$ cat config.mk
export PLATFORM = sky130hd
export DESIGN_NAME = touch_panel_scan_unit_top
export DESIGN_NICKNAME = d
export VERILOG_FILES = /design/src/design/tpsu_pkg.sv /design/src/design/touch_panel_scan_unit_top.sv
export SDC_FILE = /design/constraint.sdc
export NUM_CORES = 1
export LEC_CHECK = 0
export ABC_CLOCK_PERIOD_IN_PS = 3000
export BUFFER_PORTS_ARGS = -buffer_cell sky130_fd_sc_hd__buf_2
export CORE_MARGIN = 3
export CORE_UTILIZATION = 58
export CTS_CLUSTER_SIZE = 40
export DETAILED_ROUTE_END_ITERATION = 10
export GPL_ROUTABILITY_DRIVEN = 0
export GPL_TIMING_DRIVEN = 0
export PLACE_DENSITY_LB_ADDON = 0.08
export SYNTH_ARGS = -nofsm -noshare
export SYNTH_HDL_FRONTEND = slang
export SYNTH_SLANG_ARGS = --single-unit
$ cat constraint.sdc
create_clock -name i_clk -period 3 [get_ports i_clk]
set_clock_uncertainty 0.2 [all_clocks]
set_input_delay 0.15 -clock i_clk [delete_from_list [all_inputs] [get_ports i_clk]]
set_output_delay 0.15 -clock i_clk [all_outputs]
set_load 0.01 [all_outputs]
$ cat src/design/tpsu_pkg.sv
// Package of the touch panel scan unit: item kinds, offsets, state codes and helpers.
`default_nettype none

package tpsu_pkg;

    // Default converter width.
    localparam int ADC_BITS_DEF = 10;

    // Field widths fixed by the bus format.
    localparam int KIND_W = 3;
    localparam int OFFS_W = 5;
    localparam int HALF_W = 16;
    localparam int POS_W  = 10;
    localparam int IRQ_W  = 7;
    localparam int ERR_W  = 2;
    localparam int IN_DATA_W  = 48;
    localparam int OUT_DATA_W = 32;

    // Item kinds.
    localparam logic [KIND_W-1:0] KIND_CTRL_RD = 3'd0;
    localparam logic [KIND_W-1:0] KIND_CTRL_WR = 3'd1;
    localparam logic [KIND_W-1:0] KIND_BUF_RD  = 3'd2;
    localparam logic [KIND_W-1:0] KIND_BUF_WR  = 3'd3;
    localparam logic [KIND_W-1:0] KIND_PEN     = 3'd4;
    localparam logic [KIND_W-1:0] KIND_TICK    = 3'd5;
    localparam logic [KIND_W-1:0] KIND_RESET   = 3'd6;

    // Error codes.
    localparam logic [ERR_W-1:0] ERR_NONE    = 2'd0;
    localparam logic [ERR_W-1:0] ERR_ADDR    = 2'd1;
    localparam logic [ERR_W-1:0] ERR_STROBE  = 2'd2;
    localparam logic [ERR_W-1:0] ERR_CHANNEL = 2'd3;

    // Control block offsets.
    localparam logic [OFFS_W-1:0] OFF_CONTROL  = 5'h02;
    localparam logic [OFFS_W-1:0] OFF_INT_STAT = 5'h04;
    localparam logic [OFFS_W-1:0] OFF_INTERVAL = 5'h06;
    localparam logic [OFFS_W-1:0] OFF_STABLE   = 5'h08;
    localparam logic [OFFS_W-1:0] OFF_COMMAND  = 5'h0A;

    // Data buffer offsets.
    localparam logic [OFFS_W-1:0] OFF_CMD_RESULT = 5'h10;

    // Scan sequencer state codes.
    localparam logic [2:0] ST_DISABLE = 3'd0;
    localparam logic [2:0] ST_STANDBY = 3'd1;
    localparam logic [2:0] ST_WAIT    = 3'd3;
    localparam logic [2:0] ST_PENSCAN = 3'd4;
    localparam logic [2:0] ST_CMDSCAN = 3'd6;

    // Control register bits and masks.
    localparam logic [9:0]  CNT_STORED  = 10'h33E;
    localparam logic [15:0] CNT_STROBES = 16'h00C1;
    localparam int BIT_PWR     = 1;
    localparam int BIT_SEQ     = 2;
    localparam int BIT_ATSTART = 8;
    localparam int BIT_ATSTOP  = 9;

    // Interrupt status bits.
    localparam logic [15:0] INT_CAUSES = 16'h007D;
    localparam logic [15:0] INT_PENCHG = 16'h0001;
    localparam logic [15:0] INT_PAGE0  = 16'h0008;
    localparam logic [15:0] INT_PAGE1  = 16'h0010;
    localparam logic [15:0] INT_CMD    = 16'h0040;
    localparam int INT_OVP_BIT   = 15;
    localparam int INT_PAGE0_BIT = 3;
    localparam int INT_PAGE1_BIT = 4;

    // Command channels and the fixed reference value.
    localparam logic [3:0] CH_X    = 4'd4;
    localparam logic [3:0] CH_Y    = 4'd5;
    localparam logic [3:0] CH_ZREF = 4'd6;
    localparam logic [POS_W-1:0] CMD_ZREF = 10'd379;

    // Sample page layout.
    localparam int PAGE_WORDS   = 10;
    localparam int SAMPLE_WORDS = 5;
    localparam logic [3:0] SLOT_NONE = 4'd10;

    // Reset values of the timing and command registers.
    localparam logic [10:0] INTERVAL_RST = 11'd7;
    localparam logic [5:0]  STABLE_RST   = 6'd7;
    localparam logic [12:0] COMMAND_RST  = 13'd15;

    // Maps a data buffer offset to its sample slot, or SLOT_NONE.
    function automatic logic [3:0] buffer_slot(input logic [OFFS_W-1:0] off);
        logic [3:0] slot;
        case (off)
            5'h00:   slot = 4'd0;
            5'h02:   slot = 4'd1;
            5'h04:   slot = 4'd2;
            5'h06:   slot = 4'd3;
            5'h1C:   slot = 4'd4;
            5'h08:   slot = 4'd5;
            5'h0A:   slot = 4'd6;
            5'h0C:   slot = 4'd7;
            5'h0E:   slot = 4'd8;
            5'h1E:   slot = 4'd9;
            default: slot = SLOT_NONE;
        endcase
        return slot;
    endfunction

endpackage

`default_nettype wire

$ cat src/design/touch_panel_scan_unit_top.sv
// Touch panel scan unit: register block, scan sequencer and sample pages.
// The result of an item is registered and shown in the cycle after its input transfer.
// Throughput: one item per cycle; a new item is taken whenever the output
// register is empty or its result is taken in the same cycle.
// Reset: synchronous, active low; all unit state returns to its reset values
// and the output register is emptied.
`default_nettype none

module touch_panel_scan_unit_top #(
    parameter int ADC_BITS = tpsu_pkg::ADC_BITS_DEF
) (
    input  wire logic                             i_clk,
    input  wire logic                             i_rst_n,
    input  wire logic                             i_s_axis_tvalid,
    output logic                                  o_s_axis_tready,
    // Fields from bit 0: offset[4:0], write_data[20:5], pen_down[21],
    // pen_x[31:22], pen_y[41:32], zero fill[47:42].
    input  wire logic [tpsu_pkg::IN_DATA_W-1:0]  i_s_axis_tdata,
    // Fields from bit 0: kind[2:0].
    input  wire logic [tpsu_pkg::KIND_W-1:0]     i_s_axis_tuser,
    output logic                                  o_m_axis_tvalid,
    input  wire logic                             i_m_axis_tready,
    // Fields from bit 0: read_data[15:0], irq_causes[22:16],
    // error_code[24:23], zero fill[31:25].
    output logic [tpsu_pkg::OUT_DATA_W-1:0]      o_m_axis_tdata
);

    import tpsu_pkg::*;

    localparam logic [POS_W-1:0]    POS_MASK = POS_W'((1 << ADC_BITS) - 1);
    localparam logic [ADC_BITS-1:0] ADC_MAX  = '1;

    // Unpacked input fields.
    logic [KIND_W-1:0] in_kind;
    logic [OFFS_W-1:0] in_off;
    logic [HALF_W-1:0] in_wd;
    logic              in_down;
    logic [POS_W-1:0]  in_x;
    logic [POS_W-1:0]  in_y;
    logic              in_xfer;

    assign in_kind = i_s_axis_tuser;
    assign in_off  = i_s_axis_tdata[4:0];
    assign in_wd   = i_s_axis_tdata[20:5];
    assign in_down = i_s_axis_tdata[21];
    assign in_x    = i_s_axis_tdata[31:22];
    assign in_y    = i_s_axis_tdata[41:32];

    // Unit state.
    logic [2:0]          r_state,      n_state;
    logic [9:0]          r_ctrl,       n_ctrl;
    logic [15:0]         r_int,        n_int;
    logic [10:0]         r_interval,   n_interval;
    logic [5:0]          r_stable,     n_stable;
    logic [12:0]         r_command,    n_command;
    logic                r_pen_now,    n_pen_now;
    logic                r_pen_before, n_pen_before;
    logic [POS_W-1:0]    r_pos_x,      n_pos_x;
    logic [POS_W-1:0]    r_pos_y,      n_pos_y;
    logic [PAGE_WORDS-1:0] r_page_valid, n_page_valid;
    logic [ADC_BITS-1:0] r_page_data [PAGE_WORDS];
    logic [ADC_BITS-1:0] n_page_data [PAGE_WORDS];
    logic                r_next_page,  n_next_page;
    logic                r_cmd_valid,  n_cmd_valid;
    logic [ADC_BITS-1:0] r_cmd_data,   n_cmd_data;

    // Output register.
    logic                  r_out_valid;
    logic [OUT_DATA_W-1:0] r_out_data;
    logic [OUT_DATA_W-1:0] n_out_data;

    assign o_s_axis_tready = !r_out_valid || i_m_axis_tready;
    assign in_xfer         = i_s_axis_tvalid && o_s_axis_tready;
    assign o_m_axis_tvalid = r_out_valid;
    assign o_m_axis_tdata  = r_out_data;

    // Next state and result of the item at the input.
    always_comb begin
        logic [HALF_W-1:0]   rd;
        logic [ERR_W-1:0]    err;
        logic                do_sample;
        logic                do_cmd;
        logic [9:0]          new_ctrl;
        logic [3:0]          slot;
        logic [15:0]         clr;
        logic [ADC_BITS-1:0] cmd_v;
        logic                cmd_ok;
        logic [3:0]          idx;

        n_state      = r_state;
        n_ctrl       = r_ctrl;
        n_int        = r_int;
        n_interval   = r_interval;
        n_stable     = r_stable;
        n_command    = r_command;
        n_pen_now    = r_pen_now;
        n_pen_before = r_pen_before;
        n_pos_x      = r_pos_x;
        n_pos_y      = r_pos_y;
        n_page_valid = r_page_valid;
        n_page_data  = r_page_data;
        n_next_page  = r_next_page;
        n_cmd_valid  = r_cmd_valid;
        n_cmd_data   = r_cmd_data;
        rd           = '0;
        err          = ERR_NONE;
        do_sample    = 1'b0;
        do_cmd       = 1'b0;
        new_ctrl     = in_wd[9:0] & CNT_STORED;
        slot         = buffer_slot(in_off);
        clr          = in_wd & INT_CAUSES;
        cmd_v        = '0;
        cmd_ok       = 1'b0;
        idx          = '0;

        case (in_kind)
            KIND_CTRL_RD: begin
                case (in_off)
                    OFF_CONTROL:  rd = {1'b0, r_pen_before, r_pen_now, r_state, r_ctrl};
                    OFF_INT_STAT: rd = r_int;
                    OFF_INTERVAL: rd = HALF_W'(r_interval);
                    OFF_STABLE:   rd = HALF_W'(r_stable);
                    OFF_COMMAND:  rd = HALF_W'(r_command);
                    default:      err = ERR_ADDR;
                endcase
            end
            KIND_CTRL_WR: begin
                case (in_off)
                    OFF_CONTROL: begin
                        if ((in_wd & CNT_STROBES) != '0) begin
                            err = ERR_STROBE;
                        end else begin
                            n_ctrl = new_ctrl;
                            // Power bit edges.
                            if (!r_ctrl[BIT_PWR] && new_ctrl[BIT_PWR] &&
                                n_state == ST_DISABLE) begin
                                n_state = ST_STANDBY;
                            end else if (r_ctrl[BIT_PWR] && !new_ctrl[BIT_PWR]) begin
                                n_state = ST_DISABLE;
                            end
                            // Sequencer enable edges.
                            if (!r_ctrl[BIT_SEQ] && new_ctrl[BIT_SEQ] &&
                                n_state == ST_STANDBY) begin
                                n_state = (new_ctrl[4:3] == 2'd1) ? ST_CMDSCAN : ST_WAIT;
                            end else if (r_ctrl[BIT_SEQ] && !new_ctrl[BIT_SEQ] &&
                                         n_state != ST_DISABLE) begin
                                n_state = ST_STANDBY;
                            end
                            // A mode change restarts a running sequencer.
                            if (r_ctrl[4:3] != new_ctrl[4:3] && new_ctrl[BIT_SEQ] &&
                                n_state != ST_DISABLE && n_state != ST_STANDBY) begin
                                n_state = (new_ctrl[4:3] == 2'd1) ? ST_CMDSCAN : ST_WAIT;
                            end
                            // A pen already down starts a scan at once.
                            if (r_pen_now && new_ctrl[BIT_SEQ] && new_ctrl[BIT_ATSTART] &&
                                n_state == ST_WAIT) begin
                                n_state   = ST_PENSCAN;
                                do_sample = 1'b1;
                            end else if (r_pen_now && n_state == ST_CMDSCAN) begin
                                do_cmd = 1'b1;
                            end
                        end
                    end
                    OFF_INT_STAT: begin
                        // Write one to clear; a cleared page cause drops its valid bits.
                        n_int = r_int & ~clr;
                        if (clr[INT_PAGE0_BIT]) begin
                            n_page_valid[SAMPLE_WORDS-1:0] = '0;
                        end
                        if (clr[INT_PAGE1_BIT]) begin
                            n_page_valid[PAGE_WORDS-1:SAMPLE_WORDS] = '0;
                        end
                    end
                    OFF_INTERVAL: n_interval = in_wd[10:0];
                    OFF_STABLE:   n_stable   = in_wd[5:0];
                    OFF_COMMAND:  n_command  = in_wd[12:0];
                    default:      err = ERR_ADDR;
                endcase
            end
            KIND_BUF_RD: begin
                if (in_off == OFF_CMD_RESULT) begin
                    rd     = HALF_W'(r_cmd_data);
                    rd[15] = r_cmd_valid;
                end else if (slot != SLOT_NONE) begin
                    rd     = HALF_W'(r_page_data[slot]);
                    rd[15] = r_page_valid[slot];
                end else begin
                    err = ERR_ADDR;
                end
            end
            KIND_BUF_WR: begin
                err = ERR_ADDR;
            end
            KIND_PEN: begin
                n_pos_x = in_x & POS_MASK;
                n_pos_y = in_y & POS_MASK;
                if (in_down != r_pen_now) begin
                    n_pen_before = r_pen_now;
                    n_pen_now    = in_down;
                    n_int        = n_int | INT_PENCHG;
                    if (in_down) begin
                        if (r_ctrl[BIT_SEQ] && r_ctrl[BIT_ATSTART] && n_state == ST_WAIT) begin
                            n_state = ST_PENSCAN;
                        end
                        if (n_state == ST_PENSCAN) begin
                            do_sample = 1'b1;
                        end
                    end else if (n_state == ST_PENSCAN && r_ctrl[BIT_ATSTOP]) begin
                        n_state = ST_WAIT;
                    end
                end
            end
            KIND_TICK: begin
                if (r_pen_now && r_state == ST_PENSCAN) begin
                    do_sample = 1'b1;
                end else if (r_pen_now && r_state == ST_CMDSCAN) begin
                    do_cmd = 1'b1;
                end
            end
            KIND_RESET: begin
                n_state      = ST_DISABLE;
                n_ctrl       = '0;
                n_int        = '0;
                n_interval   = INTERVAL_RST;
                n_stable     = STABLE_RST;
                n_command    = COMMAND_RST;
                n_pen_now    = 1'b0;
                n_pen_before = 1'b0;
                n_pos_x      = '0;
                n_pos_y      = '0;
                n_page_valid = '0;
                for (int i = 0; i < PAGE_WORDS; i++) begin
                    n_page_data[i] = '0;
                end
                n_next_page  = 1'b0;
                n_cmd_valid  = 1'b0;
                n_cmd_data   = '0;
            end
            default: begin
            end
        endcase

        // Fill the next page with the five sample words.
        if (do_sample) begin
            for (int k = 0; k < SAMPLE_WORDS; k++) begin
                idx = 4'(k) + (r_next_page ? 4'(SAMPLE_WORDS) : 4'd0);
                n_page_valid[idx] = 1'b1;
                case (k)
                    0:       n_page_data[idx] = ADC_BITS'(n_pos_x);
                    1:       n_page_data[idx] = ~ADC_BITS'(n_pos_x);
                    2:       n_page_data[idx] = ADC_BITS'(n_pos_y);
                    3:       n_page_data[idx] = ~ADC_BITS'(n_pos_y);
                    default: n_page_data[idx] = ADC_MAX;
                endcase
            end
            n_int              = n_int | (r_next_page ? INT_PAGE1 : INT_PAGE0);
            n_int[INT_OVP_BIT] = r_next_page;
            n_next_page        = !r_next_page;
        end

        // Command scan of the selected channel.
        if (do_cmd) begin
            case (r_command[3:0])
                CH_X:    begin cmd_v = ADC_BITS'(n_pos_x);  cmd_ok = 1'b1; end
                CH_Y:    begin cmd_v = ADC_BITS'(n_pos_y);  cmd_ok = 1'b1; end
                CH_ZREF: begin cmd_v = ADC_BITS'(CMD_ZREF); cmd_ok = 1'b1; end
                default: begin cmd_v = '0;                  cmd_ok = 1'b0; end
            endcase
            if (cmd_ok) begin
                n_cmd_valid = 1'b1;
                n_cmd_data  = cmd_v;
                n_int       = n_int | INT_CMD;
            end else begin
                err = ERR_CHANNEL;
            end
        end

        n_out_data = {7'd0, err, IRQ_W'(n_int & INT_CAUSES), rd};
    end

    // State registers, updated on each input transfer.
    always_ff @(posedge i_clk) begin
        if (!i_rst_n) begin
            r_state      <= ST_DISABLE;
            r_ctrl       <= '0;
            r_int        <= '0;
            r_interval   <= INTERVAL_RST;
            r_stable     <= STABLE_RST;
            r_command    <= COMMAND_RST;
            r_pen_now    <= 1'b0;
            r_pen_before <= 1'b0;
            r_pos_x      <= '0;
            r_pos_y      <= '0;
            r_page_valid <= '0;
            for (int i = 0; i < PAGE_WORDS; i++) begin
                r_page_data[i] <= '0;
            end
            r_next_page  <= 1'b0;
            r_cmd_valid  <= 1'b0;
            r_cmd_data   <= '0;
        end else if (in_xfer) begin
            r_state      <= n_state;
            r_ctrl       <= n_ctrl;
            r_int        <= n_int;
            r_interval   <= n_interval;
            r_stable     <= n_stable;
            r_command    <= n_command;
            r_pen_now    <= n_pen_now;
            r_pen_before <= n_pen_before;
            r_pos_x      <= n_pos_x;
            r_pos_y      <= n_pos_y;
            r_page_valid <= n_page_valid;
            r_page_data  <= n_page_data;
            r_next_page  <= n_next_page;
            r_cmd_valid  <= n_cmd_valid;
            r_cmd_data   <= n_cmd_data;
        end
    end

    // Output register: filled on an input transfer, emptied when taken.
    always_ff @(posedge i_clk) begin
        if (!i_rst_n) begin
            r_out_valid <= 1'b0;
        end else if (in_xfer) begin
            r_out_valid <= 1'b1;
        end else if (i_m_axis_tready) begin
            r_out_valid <= 1'b0;
        end
    end

    always_ff @(posedge i_clk) begin
        if (in_xfer) begin
            r_out_data <= n_out_data;
        end
    end

endmodule

`default_nettype wire

# After elaboration in Yosys (flattened, before gate mapping)
# Memory sizes are Yosys's and may differ from the RTL's.
# Index checks and enable logic that the tools add are counted.
[word_totals]
ff_bits = 228
mem_bits_ro = 128
input_bits = 55
word_cells = 290
memories = 1
[classes]
add_sub_neg = 4
order_cmp = 22
n_eq_ne = 34
muxes = 129
bitwise = 17
n_reduce_logical = 57
[memory_table]
columns = ["name", "depth", "width", "read_ports", "rd_ports_with_merged_regs", "write_ports", "line", "rtl"]
rows = [
  ["(no name shown)", 32, 4, 1, 0, 0, "tpsu_pkg.sv:88", "case (off)"],
]
[op_table]
columns = ["op", "n"]
rows = [
  ["$mux W100", 6],
  ["$bwmux W100", 4],
  ["$demux W10 S4", 5],
  ["$mux W10", 14],
  ["$or A100 B100 Y100", 1],
  ["$pmux W10 S2", 4],
  ["$pmux W16 S5", 1],
  ["$mux W3", 26],
  ["$mux W16", 4],
  ["$or A10 B10 Y10", 5],
  ["$pmux W16 S3", 1],
  ["$bmux W10 S4", 1],
  ["$mux W1", 34],
  ["$pmux W16 S2", 1],
  ["$ge A5 B5 Y1 const B", 6],
  ["$logic_and A1 B1 Y1", 30],
  ["$lt A4 B5 Y1 const B", 6],
  ["$not A4 Y5", 6],
  ["$pmux W10 S3", 1],
  ["$pmux W13 S2", 1],
  ["$lt A5 B1 Y1 const B", 5],
  ["$pmux W11 S2", 1],
  ["$eq A3 B3 Y1 const B", 7],
  ["$demux W1 S4", 5],
  ["49 further kinds", 88],
]

# Depth between registers and ports, before layout
# Gate-level depths: netlist of the first run.
[depth]
ltp_word = 36
depth_mapped = 10

# Worst setup path after synthesis of the first run
# Ideal clock, no wire load.
[synth_timing]
path_kind = "flip-flop to flip-flop"
from = "reg r_out_valid, in the netlist o_m_axis_tvalid"
to = "reg r_out_data[0], in the netlist o_m_axis_tdata[0], enable pin"
setup_ns = 0.398
arrival_ns = 2.226
path_slack_ns = 0.176
path_stages_with_launch = 7
n_path_buf = 3
period_less_slack_ns = 2.824
path_cell_list = "dfxtp_1 -> nand2b_1 -> nand2_1 -> inv_1 -> clkbuf_1 -> clkbuf_1 -> buf_1"
[synth_via]
elab_chain_cells = 3
[synth_rtl]
columns = ["element", "line", "rtl"]
rows = [
  ["start, declared", "touch_panel_scan_unit_top.sv:68", "logic r_out_valid;"],
  ["start signal, assigned", "touch_panel_scan_unit_top.sv:323", "r_out_valid <= 1'b0;"],
  ["start signal, assigned", "touch_panel_scan_unit_top.sv:325", "r_out_valid <= 1'b1;"],
  ["start signal, assigned", "touch_panel_scan_unit_top.sv:327", "r_out_valid <= 1'b0;"],
  ["$logic_not A1 Y1", "touch_panel_scan_unit_top.sv:72", "assign o_s_axis_tready = !r_out_valid || i_m_axis_tready;"],
  ["$logic_or A1 B1 Y1", "touch_panel_scan_unit_top.sv:72", ""],
  ["named net o_s_axis_tready", "touch_panel_scan_unit_top.sv:15", "output logic o_s_axis_tready,"],
  ["$logic_and A1 B1 Y1", "touch_panel_scan_unit_top.sv:73", "assign in_xfer = i_s_axis_tvalid && o_s_axis_tready;"],
  ["named net in_xfer", "touch_panel_scan_unit_top.sv:40", "logic in_xfer;"],
  ["end signal, assigned", "touch_panel_scan_unit_top.sv:333", "r_out_data <= n_out_data;"],
  ["end, declared", "touch_panel_scan_unit_top.sv:69", "logic [OUT_DATA_W-1:0] r_out_data;"],
]
# The timed path passes the listed nets, and every way through them passes these cells.
# A chain may end at the register's enable or synchronous reset.

# Worst setup path after layout of the first run
[layout_timing]
from = "reg r_ctrl[2]"
to = "reg r_page_data[68] (netlist bit)"
[layout_via]
elab_chain_cells = 21
word_cells_on_any_way = 35
[layout_rtl]
columns = ["element", "line", "rtl"]
rows = [
  ["start, declared", "touch_panel_scan_unit_top.sv:51", "logic [9:0] r_ctrl, n_ctrl;"],
  ["start signal, assigned", "touch_panel_scan_unit_top.sv:303", "r_ctrl <= n_ctrl;"],
  ["$logic_and A1 B1 Y1 or $logic_not A1 Y1 (tied branches)", "touch_panel_scan_unit_top.sv:145, touch_panel_scan_unit_top.sv:142", ""],
  ["$logic_and A1 B1 Y1, on equally long branches", "touch_panel_scan_unit_top.sv:145, touch_panel_scan_unit_top.sv:142", ""],
  ["$mux W3 or $logic_and A1 B1 Y1 (tied branches)", "touch_panel_scan_unit_top.sv:145, touch_panel_scan_unit_top.sv:142", ""],
  ["$mux W3", "touch_panel_scan_unit_top.sv:142", "if (!r_ctrl[BIT_SEQ] && new_ctrl[BIT_SEQ] &&"],
  ["$mux W3", "touch_panel_scan_unit_top.sv:130", "if ((in_wd & CNT_STROBES) != '0) begin"],
  ["$mux W3", "touch_panel_scan_unit_top.sv:128", "case (in_off)"],
  ["$mux W3", "touch_panel_scan_unit_top.sv:116", "case (in_kind)"],
  ["$reduce_bool A3 Y1", "touch_panel_scan_unit_top.sv:151", "n_state != ST_DISABLE && n_state != ST_STANDBY) begin"],
  ["[... 5 more ...]", "n/a", ""],
  ["$mux W3", "touch_panel_scan_unit_top.sv:116", ""],
  ["$eq A3 B2 Y1", "touch_panel_scan_unit_top.sv:156", "n_state == ST_WAIT) begin"],
  ["$logic_and A1 B1 Y1", "touch_panel_scan_unit_top.sv:155", "if (r_pen_now && new_ctrl[BIT_SEQ] && new_ctrl[BIT_ATSTART] &&"],
  ["$mux W1", "touch_panel_scan_unit_top.sv:155", ""],
  ["$mux W1", "touch_panel_scan_unit_top.sv:130", ""],
  ["$mux W1", "touch_panel_scan_unit_top.sv:128", ""],
  ["$pmux W1 S3 (*)", "touch_panel_scan_unit_top.sv:116", ""],
  ["$mux W100 (*)", "touch_panel_scan_unit_top.sv:244", "if (do_sample) begin"],
  ["end signal, assigned", "touch_panel_scan_unit_top.sv:313", "r_page_data <= n_page_data;"],
  ["end, declared", "touch_panel_scan_unit_top.sv:61", "logic [ADC_BITS-1:0] r_page_data [PAGE_WORDS];"],
]
# Every way passes the cells marked *; elsewhere a longest branch is shown, timed or not. The select of a mux whose other input is x is not followed.

==> flow_summary.json, run 1 <==
{
  "die_w_um": 138,
  "leakagePower_nw": 4.57,
  "synth_seq_area_share_pct": 45.0,
  "drive_above_1_share_pct": 13.0,
  "synth_cells": 1206,
  "yosysTopAreaCell": "dfxtp_1",
  "cts_root_buf": "clkbuf_16",
  "slew_violations": 0,
  "switching_share_pct": 26.2,
  "drtPass1Iterations": 7,
  "cts_buffer_depth": 3,
  "tightest_slew_ns": 1.10,
  "drv_cap": 0,
  "critical_path.startpoint": "r_ctrl[2]",
  "path_cells": "or4b_1, a21o_1, a211oi_2, a211o_1, o31ai_4, buf_6, buf_6, and4_1, buf_6, buf_8, a22o_1",
  "synth_seq_cells": 216,
  "area_growth_pct": 17.3,
  "htree_num_levels": 1,
  "drc": 0,
  "hp-class": "input port to register",
  "grt_usage_pct": 34.7,
  "cts_tree": "done",
  "async_reset_ff_share_pct": 0,
  "route.detailed.wl_per_inst_um": 22.2,
  "synth-main-ff-cell": "dfxtp_1",
  "fmax_ghz": 0.338,
  "utilization_pct": 70.7,
  "routed_wirelength_um": 34900,
  "cts_made_buffers": 23,
  "cpMostUsedCell": "buf_6",
  "critical-path-slowest-cell": "or4b_1",
  "via_count": 10200,
  "setup_violations": 0,
  "final_cells": 1571,
  "fp.coreArea_um2": 16800,
  "start_util_pct": 60.3,
  "antenna_found_initial": 0,
  "drtIter0Drc": 1511,
  "grt_pass1_vias": 9099,
  "cp_data_required_time_ns": 3.20,
  "crit_path_end_kind": "register",
  "grt_pass1_wl_um": 53000,
  "worstPathArrival_ns": 3.17,
  "cp-start-kind": "register",
  "period_share_pct": 98.7,
  "worst_ir_drop_vdd_mv": 0.496,
  "synth_area_per_cell_um2": 8.40,
  "period_minus_slack_ns": 2.96,
  "status": "complete, no violations",
  "worstPathMaxFanout": 10,
  "clkPwrFrac_pct": 42.1,
  "relSlewSlack_pct": 26.3,
  "r2r-start": "r_ctrl[2]",
  "clock_latency_ns": 0.52,
  "die_y_um": 138,
  "ant_nets": 0,
  "power_frac_seq_pct": 47.9,
  "overflow": 0,
  "vias_per_cell": 6.51,
  "power_density_nw_per_um2": 526,
  "synth-edff-count": 24,
  "p_int_mw": 4.62,
  "min_from": "i_s_axis_tdata[29]",
  "synth_area_leaders": "dfxtp_1 (38%), nand2_1 (8.5%), edfxtp_1 (7.1%)",
  "synthDistinctLibCells": 65,
  "p_sw_mw": 1.64,
  "syn_area_um2": 10100,
  "finalHoldViolations": 0,
  "synth_top_area_share_pct": 37.9,
  "hpwl_um": 24300,
  "cts.sinks": 216,
  "io_buffers": 69,
  "ys_warn_count": 0,
  "critPathKind": "register to register",
  "finalSetupTns_ns": 0,
  "cp_slowest_stage_delay_ns": 0.50,
  "dpl.cell_count": 1502,
  "nets": 1391,
  "rows": 47,
  "io_pins": 89,
  "die_area_um2": 19100,
  "grt_max_degree": 34,
  "clk_pin_slew_ns": 0.06,
  "p_comb_share_pct": 10.0
}
cells in the mapped netlist (15+ instances only):
master and count:
a22o_1 29, nand2_1 229, a21boi_0 32, clkbuf_1 84
o2bb2ai_1 24, nand3_1 114, mux2i_1 16, o21ai_0 69
nor2b_1 24, o211a_1 24, dfxtp_1 192, edfxtp_1 24
nor2_1 36, nor3b_1 26, o211ai_1 15, a21oi_1 72
inv_1 15
power groups by stage:
stage          logic, mW  clock network (mW)  registers (mW)
2_1_floorplan      0.336                   0            3.06
6_report           0.629                2.63            3.00
3_3_place_gp       0.562                   0            3.06
5_1_grt            0.665                2.75            3.00
4_1_cts            0.591                2.63            2.99
3_5_place_dp       0.567                   0            3.06
metrics by stage:
stage	total power, mW	area [um^2]	setup slack, ns	hold slack [ns]
6_report	6.26	11900	0.0376	0.0516
5_1_grt	6.41	11900	-0.0144	0.0756
4_1_cts	6.22	11700	0.0133	0.0329
3_5_place_dp	3.62	10800	-0.460	0.226
3_3_place_gp	3.62	10800	-0.733	0.213
2_1_floorplan	3.40	10200	0.176	0.0889
logic make-up (layout without fill, tap and decap cells):
group           Yosys count  after routing  synth area share (%)
compound gates          336            336                  23.2
xor+xnor                  5              5                 0.432
buf+inv                 123            260                  5.20
flops                   216            216                  45.0
mux                      19             19                  1.91
other cells               1              9                0.0370
simple gates            506            506                  24.2
state kept, by name, indices dropped and copies added, names as in the netlist, 3 cells and up:
name	count
r_page_data	100
o_m_axis_tdata	24
r_command	13
r_interval	11
r_cmd_data	10
r_page_valid	10
r_pos_x	10
r_pos_y	10
r_ctrl	7
r_int	7
r_stable	6
r_state	3
final timing paths:
path | to | slack (ns) | cells past startpoint
min reg2reg | r_page_data[53] | 0.25 | 2
max reg2reg | r_page_data[68] | 0.04 | 11
min | r_page_data[97] | 0.05 | 4
max | r_page_data[68] | 0.04 | 11
repair_timing:
action / 4_1_cts / 5_1_grt
setup buffers: 5 / 7
pin swaps: 3 / 7
hold endpoints to repair: 42 / 0
hold buffers: 20 / 0
endpoints found under the setup margin: 132 / 149
gates resized for setup: 8 / 48
critical path: cells and delay by family, from the launching register on:
family                 cells  cell delay (ns)
AO/OA/AOI/OAI              5             0.99
buffers and inverters      4             0.58
flip-flops                 1             0.38
AND/OR/NAND/NOR            2             0.70
final cells by class:
class	instances	area [um^2]
Antenna cell	1	2.50
Buffer	107	520
Clock buffer	31	626
Clock inverter	8	47.5
Fill cell	1381	4930
Inverter	15	56.3
Multi-Input combinational cell	874	5160
Sequential cell	216	4570
Tap cell	220	275
Timing Repair Buffer	99	628
layout by cell type (no fill, tap or decap), types with 9 or more instances in the layout:
| master | count |
|---|---|
| nand2_1 | 229 |
| dfxtp_1 | 191 |
| nand3_1 | 114 |
| clkbuf_1 | 78 |
| buf_2 | 72 |
| a21oi_1 | 70 |
| o21ai_0 | 69 |
| nor2_1 | 35 |
| a21boi_0 | 32 |
| a22o_1 | 29 |
| nor3b_1 | 25 |
| nor2b_1 | 24 |
| o211a_1 | 24 |
| o2bb2ai_1 | 24 |
| edfxtp_1 | 24 |
| clkbuf_16 | 23 |
| dlygate4sd3_1 | 20 |
| buf_4 | 18 |
| mux2i_1 | 16 |
| inv_1 | 15 |
| o211ai_1 | 15 |
| nand3b_1 | 13 |
| a31oi_1 | 13 |
| nand4_1 | 12 |
| nand2b_1 | 11 |
| and2_1 | 11 |
| a22oi_1 | 11 |
| clkbuf_4 | 9 |
routing by layer:
layer	wire (um)	global-route usage [%]	part of all wire [%]
met5	0	0	0
met4	1220	10.5	3.5
met3	4610	7.80	13
met2	14700	50.8	42
met1	14300	51.3	41
No activity file was read; power rests on OpenSTA's default activity.
==> run 2: changes to the inputs <==
Settings changed: ABC_CLOCK_PERIOD_IN_PS 3000 to 3100.
Clock period 3 ns to 3.1 ns, I/O delays scaled along.
==> run 2 against run 1 <==
Against the previous run:
- clock-buffer cell count unchanged
- wire length is 0.84% lower
- power fell by 3.3%
- critical path depth unchanged
- critical path type is now input port to register
==> flow_summary.json, run 2 (synthesis gave the netlist of run 1 again) <==
{
  "status": "complete, no violations",
  "cts_buffer_depth": 3,
  "min_from": "i_s_axis_tdata[29]",
  "relSlewSlack_pct": 29.0,
  "rows": 47,
  "power_density_nw_per_um2": 515,
  "routed_wirelength_um": 34600,
  "overflow": 0,
  "rsz0062_at_grt": "false",
  "die_y_um": 138,
  "cp_data_required_time_ns": 3.30,
  "drv_cap": 0,
  "io_buffers": 69,
  "io_pins": 89,
  "final_cell_mix": "nand2_1 (229), dfxtp_1 (191), nand3_1 (114)",
  "start_util_pct": 60.3,
  "htree_num_levels": 1,
  "cp-start-kind": "input port",
  "cts_tree": "done",
  "clock_latency_ns": 0.52,
  "whs_path_depth": 4,
  "worstPathArrival_ns": 3.23,
  "multi_input_area_um2": 5110,
  "worstPathMaxFanout": 10,
  "slew_violations": 0,
  "die_w_um": 138,
  "drtPass1Iterations": 6,
  "drtIter0Drc": 1493,
  "via_count": 10100,
  "grt_pass1_vias": 9109,
  "drc": 0,
  "r2r-start": "r_ctrl[2]",
  "period_share_pct": 97.7,
  "fmax_ghz": 0.330,
  "seqCellArea_um2": 4570,
  "leakagePower_nw": 4.52,
  "finalSetupTns_ns": 0,
  "fp.coreArea_um2": 16800,
  "placed_area_um2": 10800,
  "route.detailed.wl_per_inst_um": 22.1,
  "cts_made_buffers": 23,
  "tightest_slew_ns": 1.06,
  "period_minus_slack_ns": 3.03,
  "ant_nets": 0,
  "stdcell_area_um2": 11700,
  "grt_usage_pct": 34.6,
  "crit_path_end_kind": "register",
  "hp-class": "input port to register",
  "worst_ir_drop_vdd_mv": 0.481,
  "drive_above_1_share_pct": 12.0,
  "reg2reg_depth": 11,
  "clk_pin_slew_ns": 0.06,
  "cts.sinks": 216,
  "nets": 1386,
  "grt_max_degree": 34,
  "setup_violations": 0,
  "cts_root_buf": "clkbuf_16",
  "antenna_found_initial": 0,
  "n_fill_cell": 1400,
  "utilization_pct": 69.8,
  "grt_pass1_wl_um": 52900,
  "die_area_um2": 19100,
  "final_common_cell": "nand2_1",
  "largest_reg_flops": 100,
  "area_growth_pct": 15.9,
  "vias_per_cell": 6.48,
  "regMostFlops": "r_page_data",
  "critPathKind": "input port to register",
  "finalHoldViolations": 0,
  "critical_path.startpoint": "i_s_axis_tdata[5]",
  "hpwl_um": 24300
}
## run 2: report_power, final
group	internal, mW	total [mW]	switching (mW)
Clock	1.41	2.55	1.14
Combinational	0.180	0.600	0.420
Sequential	2.87	2.90	0.0249
## run 2: what timing repair did
| action | 4_1_cts | 5_1_grt |
|---|---|---|
| buffers inserted | 4 | 2 |
| pin swaps | 2 | 2 |
| hold endpoints to repair | 42 | 0 |
| setup endpoints to repair | 91 | 139 |
| hold buffers | 19 | 0 |
| gates resized for setup | 4 | 14 |
| gates cloned | 0 | 0 |
## run 2: stage by stage
step	worst slack (ns)	cells	power (mW)	hold WS, ns
6_report	0.0713	1566	6.05	0.0402
3_5_place_dp	-0.365	1502	3.51	0.231
5_1_grt	0.00585	1565	6.20	0.0806
3_3_place_gp	-0.633	1502	3.50	0.218
4_1_cts	0.0110	1564	6.01	0.0379
2_1_floorplan	0.276	1213	3.29	0.0939
## run 2: final timing paths
kind	endpoint	slack [ns]
worst max-delay path	r_page_data[40]	0.07
worst min-delay path	r_page_data[97]	0.04
worst min register to register	r_page_data[53]	0.25
worst max register to register	r_page_data[68]	0.08
## run 2: cell type report
cell class	count	share of cell area (%)
Sequential cell	216	38.9
Clock inverter	8	0.405
Tap cell	220	2.34
Clock buffer	31	5.33
Inverter	15	0.479
Antenna cell	1	0.0213
Buffer	107	4.06
Multi-Input combinational cell	874	43.5
Timing Repair Buffer	94	4.94
## run 2: critical path, stage by stage
cell and delay (ns):
dlygate4sd3_1 0.56, buf_2 0.15, nor3_1 0.55, nand3_1 0.18, a211o_1 0.32, buf_4 0.16
o41ai_4 0.39, buf_4 0.20, buf_2 0.26, nor2_1 0.09, a31o_2 0.21
## run 2: metal layers
layer  up-vias  GRT usage (%)  routed length (um)
li1       4559              -                   -
met1      4796           50.8               14200
met2       693           51.0               14600
met3        98           8.29                4680
met4         0           10.2                1170
met5         -              0                   0
==> run 3: changes to the inputs <==
Settings changed: PLACE_DENSITY_LB_ADDON 0.08 to 0.12.
==> run 3 against run 2 <==
Against the previous run:
- sequential share of layout area is 0.34 points lower
- global-route usage shrank 0.42 points
- via count up 0.63%
- clock-buffer cell count down 2
- core utilization grew 0.62 points
- maximum frequency down 0.11%
- critical path depth stayed put
- setup slack got worse by 0.0034 ns
- die area unchanged
- final area grew 0.88%
- sequential power about the same
- non-clock buffer count increased by 1
- critical path type is now register to register
- highest routed layer unchanged
==> flow_summary.json, run 3 (synthesis gave the netlist of run 1 again) <==
{
  "route.detailed.wl_per_inst_um": 22.0,
  "routed-wl-met2_um": 14500,
  "p_sw_mw": 1.59,
  "p_comb_share_pct": 9.7,
  "final_cells": 1569,
  "clk_pin_slew_ns": 0.06,
  "power_frac_seq_pct": 46.5,
  "cp_num_buf_inv": 4,
  "tightest_slew_ns": 1.10,
  "num_antenna_cells": 0,
  "finalHoldViolations": 0,
  "die_y_um": 138,
  "n_fill_cell": 1406,
  "io_pins": 89,
  "nets": 1387,
  "clkPwrFrac_pct": 43.8,
  "setup_slack_ns": 0.0679,
  "drive_above_1_share_pct": 12.5,
  "place_ws_ns": -0.431,
  "crit_path_end_kind": "register",
  "period_share_pct": 97.8,
  "area_growth_pct": 16.9,
  "via_count": 10200,
  "cp_data_required_time_ns": 3.35,
  "critPathKind": "register to register",
  "cts.sinks": 216,
  "cp_slowest_stage_delay_ns": 0.54,
  "setup_violations": 0,
  "path_cells": "or4b_1, a21o_1, a31oi_4, nand3_4, o31ai_4, buf_4, buf_4, and4_1, buf_4, buf_6, a22o_1",
  "drc": 0,
  "relSlewSlack_pct": 26.4,
  "final_cell_mix": "nand2_1 (229), dfxtp_1 (191), nand3_1 (114)",
  "vias_per_cell": 6.51,
  "fp.coreArea_um2": 16800,
  "regMostFlops": "r_page_data",
  "hpwl_um": 24200,
  "fmax_ghz": 0.330,
  "start_util_pct": 60.3,
  "antenna_found_initial": 0,
  "routed_wirelength_um": 34500,
  "die_w_um": 138,
  "cts_made_buffers": 23,
  "placed_area_um2": 10800,
  "cts_tree": "done",
  "critical-path-slowest-cell": "or4b_1",
  "top_layer": "met4",
  "cts_root_buf": "clkbuf_16",
  "stdcell_area_um2": 11800,
  "final_common_cell": "nand2_1",
  "io_buffers": 69,
  "worstPathArrival_ns": 3.28,
  "grt_max_degree": 34,
  "switching_share_pct": 25.6,
  "largest_reg_flops": 100,
  "die_area_um2": 19100,
  "leakagePower_nw": 4.58,
  "cts_buffer_depth": 3,
  "cp-start-kind": "register",
  "drv_cap": 0,
  "ant_nets": 0,
  "wl_met3_um": 4430,
  "dpl.cell_count": 1502,
  "met1_length_um": 14000,
  "cpMostUsedCell": "buf_4",
  "period_minus_slack_ns": 3.03,
  "grt_usage_pct": 34.2,
  "rows": 47,
  "grt_pass1_wl_um": 52300,
  "worstPathMaxFanout": 10,
  "slew_violations": 0,
  "status": "complete, no violations",
  "clock_latency_ns": 0.52,
  "drtIter0Drc": 1633,
  "drtPass1Iterations": 6,
  "htree_num_levels": 1,
  "overflow": 0,
  "path_delay_family": "simple AND/OR/NAND/NOR gates",
  "p_int_mw": 4.64,
  "finalSetupTns_ns": 0,
  "grt_pass1_vias": 9224,
  "hp-class": "input port to register",
  "power_density_nw_per_um2": 526,
  "worst_ir_drop_vdd_mv": 0.450
}
run 3: final timing paths:
path         cells after the start               start  slack [ns]               to
max reg2reg                     11           r_ctrl[2]        0.07  r_page_data[66]
max                             11           r_ctrl[2]        0.07  r_page_data[66]
min                              5  i_s_axis_tdata[31]        0.04       r_pos_x[9]
min reg2reg                      2     r_page_data[57]        0.25  r_page_data[57]
run 3: repair_timing:
item	4_1_cts	5_1_grt
hold buffers	20	0
gates cloned	0	0
hold endpoints to repair	49	0
pin swaps	3	2
endpoints found under the setup margin	94	148
resized for setup	3	25
setup buffers	4	2
run 3: power by group through the flow:
stage,registers [mW],clock network (mW),logic [mW]
2_1_floorplan,2.96,0,0.325
3_3_place_gp,2.96,0,0.541
3_5_place_dp,2.96,0,0.547
4_1_cts,2.90,2.72,0.571
5_1_grt,2.90,2.82,0.637
6_report,2.90,2.73,0.604
run 3: worst register-to-register path, delay by kind of cell, from the launching register on:
kind	cells	cell delay (ns)
AO/OA/AOI/OAI	4	0.81
buffers and inverters	4	0.71
flip-flops	1	0.37
AND/OR/NAND/NOR	3	0.86
run 3: final cells by class:
type / count / area, um^2 / share of cell area, %
Buffer: 107 / 480 / 4.05
Clock buffer: 29 / 659 / 5.56
Clock inverter: 13 / 86.3 / 0.729
Inverter: 15 / 56.3 / 0.475
Multi-Input combinational cell: 874 / 5130 / 43.3
Sequential cell: 216 / 4570 / 38.5
Tap cell: 220 / 275 / 2.32
Timing Repair Buffer: 95 / 591 / 4.98
run 3: metal layers:
metal	vias to the layer above	track usage, %
met2	721	50.7
met5	-	0
li1	4577	-
met4	0	12.2
met3	113	8.67
met1	4799	48.6
run 3: metrics by stage:
| stage | total power, mW | utilization (%) | hold WS [ns] |
|---|---|---|---|
| 3_3_place_gp | 3.50 | 64.1 | 0.213 |
| 2_1_floorplan | 3.29 | - | 0.0939 |
| 4_1_cts | 6.18 | 70.0 | 0.0346 |
| 5_1_grt | 6.36 | 70.5 | 0.104 |
| 6_report | 6.23 | 70.5 | 0.0388 |
| 3_5_place_dp | 3.51 | 64.1 | 0.220 |
